==> config.mk <==
export PLATFORM = sky130hd
export DESIGN_NAME = averaged_sample_seven_segment_driver_flat
export DESIGN_NICKNAME = d
export VERILOG_FILES = /design/src/design/assd_pkg.sv /design/src/design/assd_in_if.sv /design/src/design/assd_out_if.sv /design/src/design/assd_front.sv /design/src/design/assd_queue.sv /design/src/design/assd_back.sv /design/src/design/averaged_sample_seven_segment_driver.sv /design/src/flat_wrapper.sv
export SDC_FILE = /design/constraint.sdc
export NUM_CORES = 1
export LEC_CHECK = 0
export BUFFER_PORTS_ARGS = -buffer_cell sky130_fd_sc_hd__buf_2
export CORE_UTILIZATION = 28
export CTS_BUF_LIST = sky130_fd_sc_hd__clkbuf_16
export DETAILED_ROUTE_END_ITERATION = 6
export SLEW_MARGIN = 25
export SYNTH_ARGS = -nofsm -noshare
export SYNTH_HDL_FRONTEND = slang
export SYNTH_SLANG_ARGS = --single-unit
export TNS_END_PERCENT = 100
==> constraint.sdc <==
create_clock -name clk -period 5.3 [get_ports clk]
set_clock_uncertainty 0.2 [all_clocks]
set_input_delay 1.06 -clock clk [delete_from_list [all_inputs] [get_ports clk]]
set_output_delay 1.06 -clock clk [all_outputs]
set_load 0.005 [all_outputs]
==> src/design/assd_pkg.sv <==
// shared types, constants and digit helpers for the averaged sample display driver
// no dependencies
package assd_pkg;

  localparam int WORD_W = 16;
  localparam int BIT_CNT_W = 4;

  typedef enum logic [1:0] {
    POS_ONES     = 2'd0,
    POS_TENS     = 2'd1,
    POS_HUNDREDS = 2'd2
  } digit_pos_t;

  // one refresh tick as handed from front to back
  typedef struct packed {
    logic [WORD_W-1:0] word;
    logic [1:0]        pos;
  } tick_t;

  // active-low segment patterns for decimal digits
  localparam logic [7:0] SEG_PATTERN [10] = '{
    8'hC0, 8'hF9, 8'hA4, 8'hB0, 8'h99, 8'h92, 8'h82, 8'hF8, 8'h80, 8'h90
  };

  localparam logic [7:0] SEL_ONES     = 8'hF8;
  localparam logic [7:0] SEL_TENS     = 8'hF4;
  localparam logic [7:0] SEL_HUNDREDS = 8'hF2;

  // decimal digit of an 8-bit value; divides by 10 and 100 via reciprocal multiply
  function automatic logic [3:0] digit_of(logic [7:0] v, logic [1:0] pos);
    logic [15:0] p10;
    logic [13:0] p100;
    logic [4:0]  q10;
    logic [1:0]  q100;
    logic [7:0]  ones;
    logic [7:0]  tens;
    logic [3:0]  d;
    p10  = 16'(v) * 16'd205;
    p100 = 14'(v) * 14'd41;
    q10  = p10[15:11];
    q100 = p100[13:12];
    ones = v - 8'(8'(q10) * 8'd10);
    tens = 8'(q10) - 8'(8'(q100) * 8'd10);
    case (pos)
      POS_TENS:     d = tens[3:0];
      POS_HUNDREDS: d = {2'b00, q100};
      default:      d = ones[3:0];
    endcase
    return d;
  endfunction

  function automatic logic [7:0] select_of(logic [1:0] pos);
    logic [7:0] s;
    case (pos)
      POS_TENS:     s = SEL_TENS;
      POS_HUNDREDS: s = SEL_HUNDREDS;
      default:      s = SEL_ONES;
    endcase
    return s;
  endfunction

endpackage

==> src/design/assd_in_if.sv <==
// input channel: samples and refresh ticks with valid/ready
// no dependencies
interface assd_in_if;
  logic       valid;
  logic       ready;
  logic       mode;
  logic [7:0] sample;

  modport source (output valid, mode, sample, input ready);
  modport sink (input valid, mode, sample, output ready);
endinterface

==> src/design/assd_out_if.sv <==
// output channel: one serial bit per transaction with valid/ready
// no dependencies
interface assd_out_if;
  logic       valid;
  logic       ready;
  logic       serial_bit;
  logic       latch_after;
  logic [1:0] digit_position;

  modport source (output valid, serial_bit, latch_after, digit_position, input ready);
  modport sink (input valid, serial_bit, latch_after, digit_position, output ready);
endinterface

==> src/design/assd_front.sv <==
// front end: accumulates samples, keeps the shown value, turns ticks into 16-bit words
// depends on assd_pkg and assd_in_if
module assd_front #(
  parameter int SAMPLES_AVERAGED = 4
) (
  input  logic              clk,
  input  logic              rst,
  assd_in_if.sink           in_ch,
  input  logic              q_full,
  output logic              push,
  output assd_pkg::tick_t   push_data
);

  localparam int CNT_W   = $clog2(SAMPLES_AVERAGED);
  localparam int SUM_W   = 8 + CNT_W;
  localparam int SHIFT   = SUM_W + 5;
  localparam int PROD_W  = SUM_W + SHIFT;
  localparam logic [SHIFT-1:0] RECIP =
    SHIFT'((2**SHIFT + SAMPLES_AVERAGED - 1) / SAMPLES_AVERAGED);
  localparam logic [CNT_W-1:0] LAST_CNT = CNT_W'(SAMPLES_AVERAGED - 1);

  logic [SUM_W-1:0]  sample_sum;
  logic [CNT_W-1:0]  sample_count;
  logic [7:0]        shown_value;
  logic [1:0]        next_digit;

  logic              accept;
  logic [SUM_W-1:0]  sum_next;
  logic [PROD_W-1:0] avg_prod;
  logic [3:0]        digit;

  assign in_ch.ready = !q_full;
  assign accept      = in_ch.valid && in_ch.ready;
  assign sum_next    = sample_sum + SUM_W'(in_ch.sample);
  // floor(sum / n) as multiply by ceil(2^shift / n)
  assign avg_prod    = PROD_W'(sum_next) * PROD_W'(RECIP);

  assign digit          = assd_pkg::digit_of(shown_value, next_digit);
  assign push           = accept && in_ch.mode;
  assign push_data.word = {assd_pkg::SEG_PATTERN[digit], assd_pkg::select_of(next_digit)};
  assign push_data.pos  = next_digit;

  always_ff @(posedge clk) begin
    if (rst) begin
      sample_sum   <= '0;
      sample_count <= '0;
      shown_value  <= '0;
      next_digit   <= assd_pkg::POS_ONES;
    end else if (accept) begin
      if (!in_ch.mode) begin
        if (sample_count == LAST_CNT) begin
          shown_value  <= avg_prod[SHIFT +: 8];
          sample_sum   <= '0;
          sample_count <= '0;
        end else begin
          sample_sum   <= sum_next;
          sample_count <= sample_count + 1'b1;
        end
      end else begin
        next_digit <= (next_digit == assd_pkg::POS_HUNDREDS) ? assd_pkg::POS_ONES
                                                              : next_digit + 2'd1;
      end
    end
  end

  a_count_range: assert property (@(posedge clk) disable iff (rst)
    sample_count <= LAST_CNT) else $error("sample count past group size");
  a_digit_range: assert property (@(posedge clk) disable iff (rst)
    next_digit != 2'd3) else $error("digit pointer out of range");

endmodule

==> src/design/assd_queue.sv <==
// two-entry queue of refresh words between front and back
// depends on assd_pkg
module assd_queue (
  input  logic            clk,
  input  logic            rst,
  input  logic            push,
  input  assd_pkg::tick_t push_data,
  output logic            full,
  input  logic            pop,
  output logic            avail,
  output assd_pkg::tick_t pop_data
);

  assd_pkg::tick_t entry [2];
  logic [1:0]      count;
  logic            wr_ptr;
  logic            rd_ptr;

  assign full     = count == 2'd2;
  assign avail    = count != 2'd0;
  assign pop_data = entry[rd_ptr];

  always_ff @(posedge clk) begin
    if (rst) begin
      count  <= '0;
      wr_ptr <= 1'b0;
      rd_ptr <= 1'b0;
    end else begin
      if (push) begin
        wr_ptr <= ~wr_ptr;
      end
      if (pop) begin
        rd_ptr <= ~rd_ptr;
      end
      case ({push, pop})
        2'b10:   count <= count + 2'd1;
        2'b01:   count <= count - 2'd1;
        default: count <= count;
      endcase
    end
  end

  always_ff @(posedge clk) begin
    if (push) begin
      entry[wr_ptr] <= push_data;
    end
  end

  a_no_overflow: assert property (@(posedge clk) disable iff (rst)
    push |-> (!full || pop)) else $error("queue overflow");
  a_no_underflow: assert property (@(posedge clk) disable iff (rst)
    pop |-> avail) else $error("queue underflow");

endmodule

==> src/design/assd_back.sv <==
// back end: shifts each refresh word out msb first, one bit per transaction
// depends on assd_pkg and assd_out_if
module assd_back (
  input  logic            clk,
  input  logic            rst,
  input  logic            avail,
  input  assd_pkg::tick_t pop_data,
  output logic            pop,
  assd_out_if.source      out_ch
);

  logic                             busy;
  logic [assd_pkg::WORD_W-1:0]      shreg;
  logic [assd_pkg::BIT_CNT_W-1:0]   bit_cnt;
  logic [1:0]                       pos;
  logic                             fire;
  logic                             last;

  assign fire = out_ch.valid && out_ch.ready;
  assign last = bit_cnt == '1;
  // load the next word when idle or as the last bit leaves
  assign pop  = avail && (!busy || (fire && last));

  assign out_ch.valid          = busy;
  assign out_ch.serial_bit     = shreg[assd_pkg::WORD_W-1];
  assign out_ch.latch_after    = last;
  assign out_ch.digit_position = pos;

  always_ff @(posedge clk) begin
    if (rst) begin
      busy    <= 1'b0;
      bit_cnt <= '0;
    end else if (pop) begin
      busy    <= 1'b1;
      bit_cnt <= '0;
    end else if (fire) begin
      if (last) begin
        busy <= 1'b0;
      end
      bit_cnt <= bit_cnt + 1'b1;
    end
  end

  always_ff @(posedge clk) begin
    if (pop) begin
      shreg <= pop_data.word;
      pos   <= pop_data.pos;
    end else if (fire) begin
      shreg <= {shreg[assd_pkg::WORD_W-2:0], 1'b0};
    end
  end

  a_run_continues: assert property (@(posedge clk) disable iff (rst)
    fire && !last |=> out_ch.valid && bit_cnt == $past(bit_cnt) + 1'b1)
    else $error("serial run broken before sixteenth bit");

endmodule

==> src/design/averaged_sample_seven_segment_driver.sv <==
// Averaged sample display driver. A sample transaction (mode 0) gives no output;
// every SAMPLES_AVERAGED samples the floor average becomes the shown value. A refresh
// tick (mode 1) gives 16 output transactions, one serial bit per cycle while out_ch
// ready is high, segment byte then digit-select byte, msb first, with latch_after on
// the sixteenth. The serializer sets the pace, with ticks shifted out back to back and a
// two-tick queue ahead of it; inputs stall only when that queue is full. Ticks cycle
// through ones, tens, hundreds. Depends on assd_pkg, assd_in_if, assd_out_if,
// assd_front, assd_queue, assd_back.
module averaged_sample_seven_segment_driver #(
  parameter int SAMPLES_AVERAGED = 4
) (
  input  logic        clk,
  input  logic        rst,
  assd_in_if.sink     in_ch,
  assd_out_if.source  out_ch
);

  logic            push;
  logic            pop;
  logic            q_full;
  logic            q_avail;
  assd_pkg::tick_t push_data;
  assd_pkg::tick_t pop_data;

  assd_front #(
    .SAMPLES_AVERAGED (SAMPLES_AVERAGED)
  ) u_front (
    .clk       (clk),
    .rst       (rst),
    .in_ch     (in_ch),
    .q_full    (q_full),
    .push      (push),
    .push_data (push_data)
  );

  assd_queue u_queue (
    .clk       (clk),
    .rst       (rst),
    .push      (push),
    .push_data (push_data),
    .full      (q_full),
    .pop       (pop),
    .avail     (q_avail),
    .pop_data  (pop_data)
  );

  assd_back u_back (
    .clk      (clk),
    .rst      (rst),
    .avail    (q_avail),
    .pop_data (pop_data),
    .pop      (pop),
    .out_ch   (out_ch)
  );

endmodule

==> src/flat_wrapper.sv <==
// flat-port wrapper written by rule: the top's interface ports become plain ports
module averaged_sample_seven_segment_driver_flat 
#(
  parameter int SAMPLES_AVERAGED = 4
)
  (clk, rst, in_ch_valid, in_ch_mode, in_ch_sample, in_ch_ready, out_ch_valid, out_ch_serial_bit, out_ch_latch_after, out_ch_digit_position, out_ch_ready);
  assd_in_if in_ch_i ();
  assd_out_if out_ch_i ();
  input  logic clk;
  input  logic rst;
  input wire logic [$bits(in_ch_i.valid)-1:0] in_ch_valid;
  input wire logic [$bits(in_ch_i.mode)-1:0] in_ch_mode;
  input wire logic [$bits(in_ch_i.sample)-1:0] in_ch_sample;
  output wire logic [$bits(in_ch_i.ready)-1:0] in_ch_ready;
  output wire logic [$bits(out_ch_i.valid)-1:0] out_ch_valid;
  output wire logic [$bits(out_ch_i.serial_bit)-1:0] out_ch_serial_bit;
  output wire logic [$bits(out_ch_i.latch_after)-1:0] out_ch_latch_after;
  output wire logic [$bits(out_ch_i.digit_position)-1:0] out_ch_digit_position;
  input wire logic [$bits(out_ch_i.ready)-1:0] out_ch_ready;
  assign in_ch_i.valid = in_ch_valid;
  assign in_ch_i.mode = in_ch_mode;
  assign in_ch_i.sample = in_ch_sample;
  assign in_ch_ready = in_ch_i.ready;
  assign out_ch_valid = out_ch_i.valid;
  assign out_ch_serial_bit = out_ch_i.serial_bit;
  assign out_ch_latch_after = out_ch_i.latch_after;
  assign out_ch_digit_position = out_ch_i.digit_position;
  assign out_ch_i.ready = out_ch_ready;
  averaged_sample_seven_segment_driver #(.SAMPLES_AVERAGED(SAMPLES_AVERAGED)) u_core (.clk(clk), .rst(rst), .in_ch(in_ch_i), .out_ch(out_ch_i));
endmodule
==> results of run 1 <==
[kinds of logic after synthesis]
| family | share of synthesized area |
|---|---|
| AO/OA/AOI/OAI | 0.1076 |
| XOR/XNOR | 0.04603 |
| adder cells (fa/ha/maj) | 0.2767 |
| buffers and inverters | 0.04846 |
| flip-flops | 0.3643 |
| multiplexers | 0.03434 |
| AND/OR/NAND/NOR | 0.1225 |
[what timing repair did]
action / in CTS / in global routing
buffers inserted: 2 / 4
pin swaps: 7 / 9
gates resized for setup: 6 / 13
setup endpoints to repair: 14 / 14
[metal layers]
| metal | vias up | routed length [um] |
|---|---|---|
| met1 | 1699 | 4635 |
| met4 | 0 | 104 |
| met3 | 9 | 226 |
| met2 | 41 | 5015 |
| li1 | 1844 | - |
| met5 | - | 0 |
[worst max-delay path, stage by stage, from the launching register on]
cell and delay, ns:
dfxtp_4 0.36, ha_4 0.25, fa_1 0.51, fa_1 0.51, inv_1 0.05, fa_1 0.49, inv_2 0.05, ha_4 0.27
nand3_4 0.06, a211oi_4 0.25, o21ai_4 0.10, nand2b_1 0.14, xor2_2 0.16, inv_1 0.06, ha_2 0.18, fa_2 0.36
xor2_2 0.20, xnor2_2 0.14, xnor2_1 0.18, xnor3_2 0.33, o22ai_4 0.32, a211oi_2 0.08
[stage by stage]
stage | std cells | cell area, um^2 | utilization | TNS (ns)
2_1_floorplan | 497 | 5284 | - | -0.4336
3_3_place_gp | 753 | 5783 | 0.3219 | -2.426
3_5_place_dp | 753 | 5783 | 0.3219 | -3.035
4_1_cts | 771 | 6098 | 0.3395 | -2.781
5_1_grt | 774 | 6191 | 0.3446 | -5.844
6_report | 774 | 6191 | 0.3446 | -2.807
[flip-flops by register name, indices dropped and copies added (netlist names), named ones only]
name,flops
u_core.u_queue.entry,24
u_core.u_back.shreg,15
u_core.u_front.sample_sum,10
u_core.u_front.shown_value,8
u_core.u_back.bit_cnt,4
u_core.u_back.out_ch.digit_position,2
u_core.u_front.next_digit,2
u_core.u_front.sample_count,2
u_core.u_queue.count,2
u_core.u_back.out_ch.valid,1
u_core.u_queue.rd_ptr,1
u_core.u_queue.wr_ptr,1
[power by group]
part	internal, W	total, W	switching (W)
clock network	0.000355	0.000569	0.000214
registers	0.000773	0.000842	0.0000689
logic	0.000199	0.000468	0.000270
total	0.00133	0.00188	0.000552
[synthesized netlist by cell type (all sizes together), types with 2 or more instances]
library cell,instances,area (um^2)
and3,4,25.02
buf,2,8.750
ha,88,1101
nand2b,3,18.77
o22ai,4,37.53
nor3,13,65.06
mux2i,15,153.9
xnor3,2,45.04
nand3,13,70.07
and2,3,18.77
xor2,7,61.31
a21oi,37,188.9
o21ai,12,63.81
nor2,41,153.9
or3,5,31.28
o21bai,2,15.01
xnor2,14,130.1
a31oi,4,25.02
or2,8,52.55
fa,16,320.3
mux2,2,22.52
nor3b,4,30.03
a22oi,5,37.54
edfxtp,41,1231
nand4,3,18.77
a21o,3,22.52
dfxtp,32,640.6
a211oi,8,82.58
inv,52,195.2
nand2,29,108.9
nor2b,2,12.51
clkbuf,12,45.04
[cell usage in the layout (no fill, tap or decap), drive strengths merged, types with 2 or more instances in the layout]
master	instances
fa	16
buf	46
nand2b	3
and2	3
nand4	3
dfxtp	32
a21oi	37
nor3	13
a21o	3
or2	8
xnor3	2
clkbuf	9
xnor2	14
ha	88
o21bai	2
o22ai	4
nand3	13
edfxtp	41
o21ai	12
a31oi	4
mux2i	15
nand2	29
or3	5
and3	4
xor2	7
a22oi	5
nor2	41
clkinv	3
a211oi	8
inv	55
nor2b	2
mux2	2
nor3b	4
[layout make-up]
cell class / count / area, um^2 / area share
tap: 229 / 286.5 / 0.04628
inverter: 52 / 195.2 / 0.03153
clock buffer: 9 / 225.2 / 0.03638
clock inverter: 7 / 55.05 / 0.008892
sequential: 73 / 1888 / 0.3050
timing repair buffer: 46 / 304.0 / 0.04911
multi-input combinational: 358 / 3237 / 0.5228
[final timing paths]
| check | startpoint | end | slack, ns | depth (start not counted) |
|---|---|---|---|---|
| hold / removal | u_core.u_front.sample_count[1]$_SDFFE_PP0P_ | u_core.u_front.sample_count[1]$_SDFFE_PP0P_ | 0.27 | 2 |
| setup / recovery | u_core.u_front.shown_value[6]$_SDFFE_PP0P_ | u_core.u_queue.entry[1][12]$_DFFE_PP_ | -0.21 | 21 |
| setup reg to reg | u_core.u_front.shown_value[6]$_SDFFE_PP0P_ | u_core.u_queue.entry[1][12]$_DFFE_PP_ | -0.21 | 21 |
| hold reg to reg | u_core.u_front.sample_count[1]$_SDFFE_PP0P_ | u_core.u_front.sample_count[1]$_SDFFE_PP0P_ | 0.27 | 2 |
==> impl_metrics.py, run 1 <==
metrics = {
    "global_routing": {
        "grt_most_used_layer": "met2",
        "use_met2": 0.2080,
        "grt_pass1_vias": 3706,
        "overflow": 0,
        "gr-usage-met1": 0.1361,
        "grt_max_degree": 33,
        "antenna_found_initial": 0,
        "grt_first_pass_wirelength_mm": 17.08,
        "met3_usage": 0.02134,
        "track_usage": 0.1151,
    },
    "routing": {
        "wl_per_cell_um": 12.90,
        "remaining_drc_errors": 0,
        "drt_iter0_markers": 123,
        "vias": 3593,
        "ant_nets": 0,
        "viasPerCell": 4.642,
        "totalWireLength_mm": 9.982,
        "dr.pass1.iters": 4,
    },
    "die": {
        "die_area_mm2": 0.01889,
        "die_x_um": 137.5,
        "start_util": 0.2860,
        "die_h_um": 137.5,
        "rows": 49,
        "io_pins": 19,
        "core-area_mm2": 0.01796,
    },
    "run_status": {
        "status": "complete, but fails checks",
        "violations": "setup timing",
    },
    "clock_network": {
        "root_buffer": "clkbuf_16",
        "numCtsBuffers": 9,
        "path_clk_slew_ns": 0.06,
        "cts.htree.levels": 3,
        "cts_buffer_depth": 2,
        "hold_buffers": 0,
        "tritoncts": "done",
        "numClockSinks": 73,
        "clk_latency_ns": 0.33,
    },
    "place": {
        "gp_congestion": 0.7835,
        "port_buffers": 18,
        "pre_cts_ws_ns": -0.2403,
        "hpwlAfterDp_mm": 7.792,
    },
    "setup_path": {
        "worstSetupPathType": "reg2reg",
        "required_ns": 5.16,
        "cp.arrival_ns": 5.37,
        "setup.worst_path.start_class": "flip-flop",
        "crit_path_max_fanout": 6,
        "cp-end-kind": "flip-flop",
    },
    "finish": {
        "drive_above_1_share": 0.2165,
        "num-nets-final": 657,
        "area_delta_synth_final_pct": 20.51,
        "fill_cells": 1777,
        "n_antenna_cell": 0,
    },
    "sta": {
        "rsz0062_at_grt": "yes",
        "finalSetupViolCount": 14,
        "whs_ns": 0.2725,
        "max_freq_mhz": 181.4,
        "final-hold-violation-count": 0,
        "fin_ws_ns": -0.2132,
        "slew_headroom": 0.5439,
        "finalMaxSlewViolations": 0,
        "worst_pin_slew_ns": 0.6832,
        "min_period_ns": 5.513,
        "fin_crit_sh": 1.040,
    },
    "flow_run": {
        "max-cap-violations": 0,
    },
    "synth": {
        "ys_warn_count": 0,
        "synth.avg_cell_area_um2": 10.34,
        "synth-seq-cells": 73,
        "synth-main-ff-cell": "edfxtp_1",
        "synthesis.nets": 614,
        "seq_area_frac_synth": 0.3643,
        "async_reset_ff_frac": 0,
        "synth_edf_count": 41,
        "yosysUniqueCellTypes": 55,
        "synthesis.area_mm2": 0.005137,
        "synthCells": 497,
    },
    "power_and_ir_drop": {
        "leakagePower_nw": 2.828,
        "p_total_w": 0.001879,
        "power.density_mw_per_mm2": 303.6,
        "peakVddDrop_uv": 271.0,
    },
    "hold_path": {
        "min_path_type": "reg2reg",
    },
}
Note: power is estimated with default switching activity, not from simulation.
==> inputs of run 2 (changes only) <==
--- a/config.mk
+++ b/config.mk
@@ -7,8 +7,9 @@
 export LEC_CHECK = 0
 export BUFFER_PORTS_ARGS = -buffer_cell sky130_fd_sc_hd__buf_2
 export CORE_UTILIZATION = 28
-export CTS_BUF_LIST = sky130_fd_sc_hd__clkbuf_16
+export CTS_BUF_LIST = sky130_fd_sc_hd__clkbuf_4 sky130_fd_sc_hd__clkbuf_8
 export DETAILED_ROUTE_END_ITERATION = 6
+export MAX_ROUTING_LAYER = met4
 export SLEW_MARGIN = 25
 export SYNTH_ARGS = -nofsm -noshare
 export SYNTH_HDL_FRONTEND = slang
==> impl_metrics.py, run 2 (synthesized netlist as in run 1, its figures left out) <==
metrics = {
    "setup_path": {
        "regToRegSetupSlack_ns": -0.21,
        "cp-end-kind": "flip-flop",
        "reg2reg_to": "u_core.u_queue.entry[1][12]$_DFFE_PP_",
        "path_buf_inv": 3,
        "critPathTopFamily": "adder cells",
        "cp.arrival_ns": 5.39,
        "rr_startpoint": "u_core.u_front.shown_value[6]$_SDFFE_PP0P_",
        "crit_path_cell_trace": "ha_4 > fa_1 > fa_1 > inv_1 > fa_1 > inv_2 > ha_4 > nand3_4 > a211oi_4 > o21ai_4 > nand2b_1 > xor2_2 > inv_1 > ha_2 > fa_2 > xor2_2 > xnor2_2 > xnor2_1 > xnor3_2 > o22ai_4 > a211oi_2",
        "crit_path_max_fanout": 6,
        "crit_path_start": "u_core.u_front.shown_value[6]$_SDFFE_PP0P_",
        "cpMostUsedCell": "fa_1",
        "crit_end": "u_core.u_queue.entry[1][12]$_DFFE_PP_",
        "worstSetupPathType": "reg2reg",
        "cpPeakStageDelay_ns": 0.51,
        "rr_worst_depth": 21,
        "crit_cells": 21,
        "slowest_stage": "fa_1",
        "setup.worst_path.start_class": "flip-flop",
        "required_ns": 5.18,
    },
    "global_routing": {
        "antenna_found_initial": 0,
        "overflow": 0,
        "grt_most_used_layer": "met2",
        "use_met2": 0.2066,
        "grt_pass1_vias": 3714,
        "grt_first_pass_wirelength_mm": 17.11,
        "grt_max_degree": 33,
        "met3_usage": 0.01766,
        "track_usage": 0.1183,
        "gr-usage-met1": 0.1364,
    },
    "die": {
        "die_h_um": 137.5,
        "io_pins": 19,
        "die_x_um": 137.5,
        "die_area_mm2": 0.01889,
        "rows": 49,
        "start_util": 0.2860,
        "core-area_mm2": 0.01796,
    },
    "routing": {
        "viasPerCell": 4.666,
        "vias": 3616,
        "ant_nets": 0,
        "remaining_drc_errors": 0,
        "drt_iter0_markers": 139,
        "dr.pass1.iters": 6,
        "totalWireLength_mm": 9.964,
        "wl_per_cell_um": 12.86,
    },
    "clock_network": {
        "numClockSinks": 73,
        "tritoncts": "done",
        "root_buffer": "clkbuf_8",
        "path_clk_slew_ns": 0.08,
        "numCtsBuffers": 9,
        "clk_latency_ns": 0.35,
        "cts.htree.levels": 3,
        "hold_buffers": 0,
        "cts_buffer_depth": 2,
    },
    "power_and_ir_drop": {
        "power.density_mw_per_mm2": 283.6,
        "leakagePower_nw": 2.785,
        "p_total_w": 0.001733,
        "peakVddDrop_uv": 248.4,
    },
    "sta": {
        "fin_crit_sh": 1.040,
        "max_freq_mhz": 181.4,
        "slew_headroom": 0.5342,
        "fin_ws_ns": -0.2140,
        "final-hold-violation-count": 0,
        "finalMaxSlewViolations": 0,
        "rsz0062_at_grt": "yes",
        "worst_pin_slew_ns": 0.6977,
        "min_period_ns": 5.514,
        "finalSetupViolCount": 14,
    },
    "finish": {
        "area_delta_synth_final_pct": 18.90,
        "regArea_mm2": 0.001888,
        "largest_reg_flops": 24,
        "top_register": "u_core.u_queue.entry",
        "final_common_cell": "ha_1",
        "fill_cells": 1797,
        "multi_input_area_mm2": 0.003237,
        "num-nets-final": 658,
        "drive_above_1_share": 0.2234,
        "n_antenna_cell": 0,
        "reg.largest.list": "u_core.u_queue.entry x24, u_core.u_back.shreg x15, u_core.u_front.sample_sum x10",
        "finish.utilization": 0.3400,
        "layout_common_cells": "ha_1, inv_1, edfxtp_1, nor2_1, a21oi_1",
    },
    "run_status": {
        "violations": "setup timing",
        "status": "complete, but fails checks",
    },
    "place": {
        "gp_congestion": 0.7943,
        "port_buffers": 18,
        "hpwlAfterDp_mm": 7.792,
        "pre_cts_ws_ns": -0.2403,
    },
    "flow_run": {
        "max-cap-violations": 0,
    },
    "hold_path": {
        "min_path_type": "reg2reg",
        "min_from": "u_core.u_front.sample_count[1]$_SDFFE_PP0P_",
    },
}
==> run 2: cell count changes in the layout (fill, tap and decap cells not counted), sizes merged <==
cell,delta
inv,-3
buf,+1
clkbuf,+3
==> run 2: worst min-delay path by stage <==
stage	end	cells past startpoint
final	u_core.u_front.sample_count[1]$_SDFFE_PP0P_	2
after global routing	u_core.u_front.sample_count[1]$_SDFFE_PP0P_	2
after CTS	u_core.u_front.sample_count[1]$_SDFFE_PP0P_	2
after detailed placement	u_core.u_front.sample_count[1]$_SDFFE_PP0P_	2
after global placement	u_core.u_front.sample_count[1]$_SDFFE_PP0P_	2
after floorplan	u_core.u_front.sample_count[1]$_SDFFE_PP0P_	2
==> run 2: where the power goes <==
group | total [W] | leakage [nW] | internal [W] | switching [W]
registers | 0.000841 | 0.652 | 0.000772 | 0.0000693
logic | 0.000468 | 2.03 | 0.000199 | 0.000269
clock network | 0.000424 | 0.102 | 0.000230 | 0.000194
total | 0.00173 | 2.79 | 0.00120 | 0.000532
==> run 2: worst reg2reg max path: cells and delay by family (launching register included) <==
family                   cells  cell delay (ns)
adder cells (fa/ha/maj)      7             2.58
buffers and inverters        3             0.16
XOR/XNOR                     5             1.00
flip-flops                   1             0.37
AND/OR/NAND/NOR              2             0.20
AO/OA/AOI/OAI                4             0.75
==> run 2: per-layer routing <==
layer | part of all wire | routed length [um]
met4 | 0.014 | 143
met5 | 0 | 0
met1 | 0.46 | 4575
met3 | 0.029 | 284
met2 | 0.50 | 4961
==> run 2: metrics by stage <==
step | hold slack [ns] | cells | setup TNS, ns | cell area (um^2)
CTS | 0.2701 | 771 | -2.732 | 6013
global placement | 0.2456 | 753 | -2.426 | 5783
global route | 0.2974 | 775 | -5.987 | 6108
finish | 0.2768 | 775 | -2.804 | 6108
detailed placement | 0.2589 | 753 | -3.035 | 5783
floorplan | 0.2400 | 497 | -0.4336 | 5284
==> run 2: what timing repair did <==
item / in CTS / in global routing
pin swaps: 6 / 8
resized for setup: 8 / 11
endpoints found under the setup margin: 14 / 14
setup buffers: 2 / 5
==> run 2: cell type report <==
class | instances | share of cell area
inverters | 52 | 0.03195
multi-input cells | 358 | 0.5299
repair buffers | 47 | 0.05100
clock buffers | 12 | 0.02397
well taps | 229 | 0.04691
clock inverters | 4 | 0.007169
flip-flops and latches | 73 | 0.3091
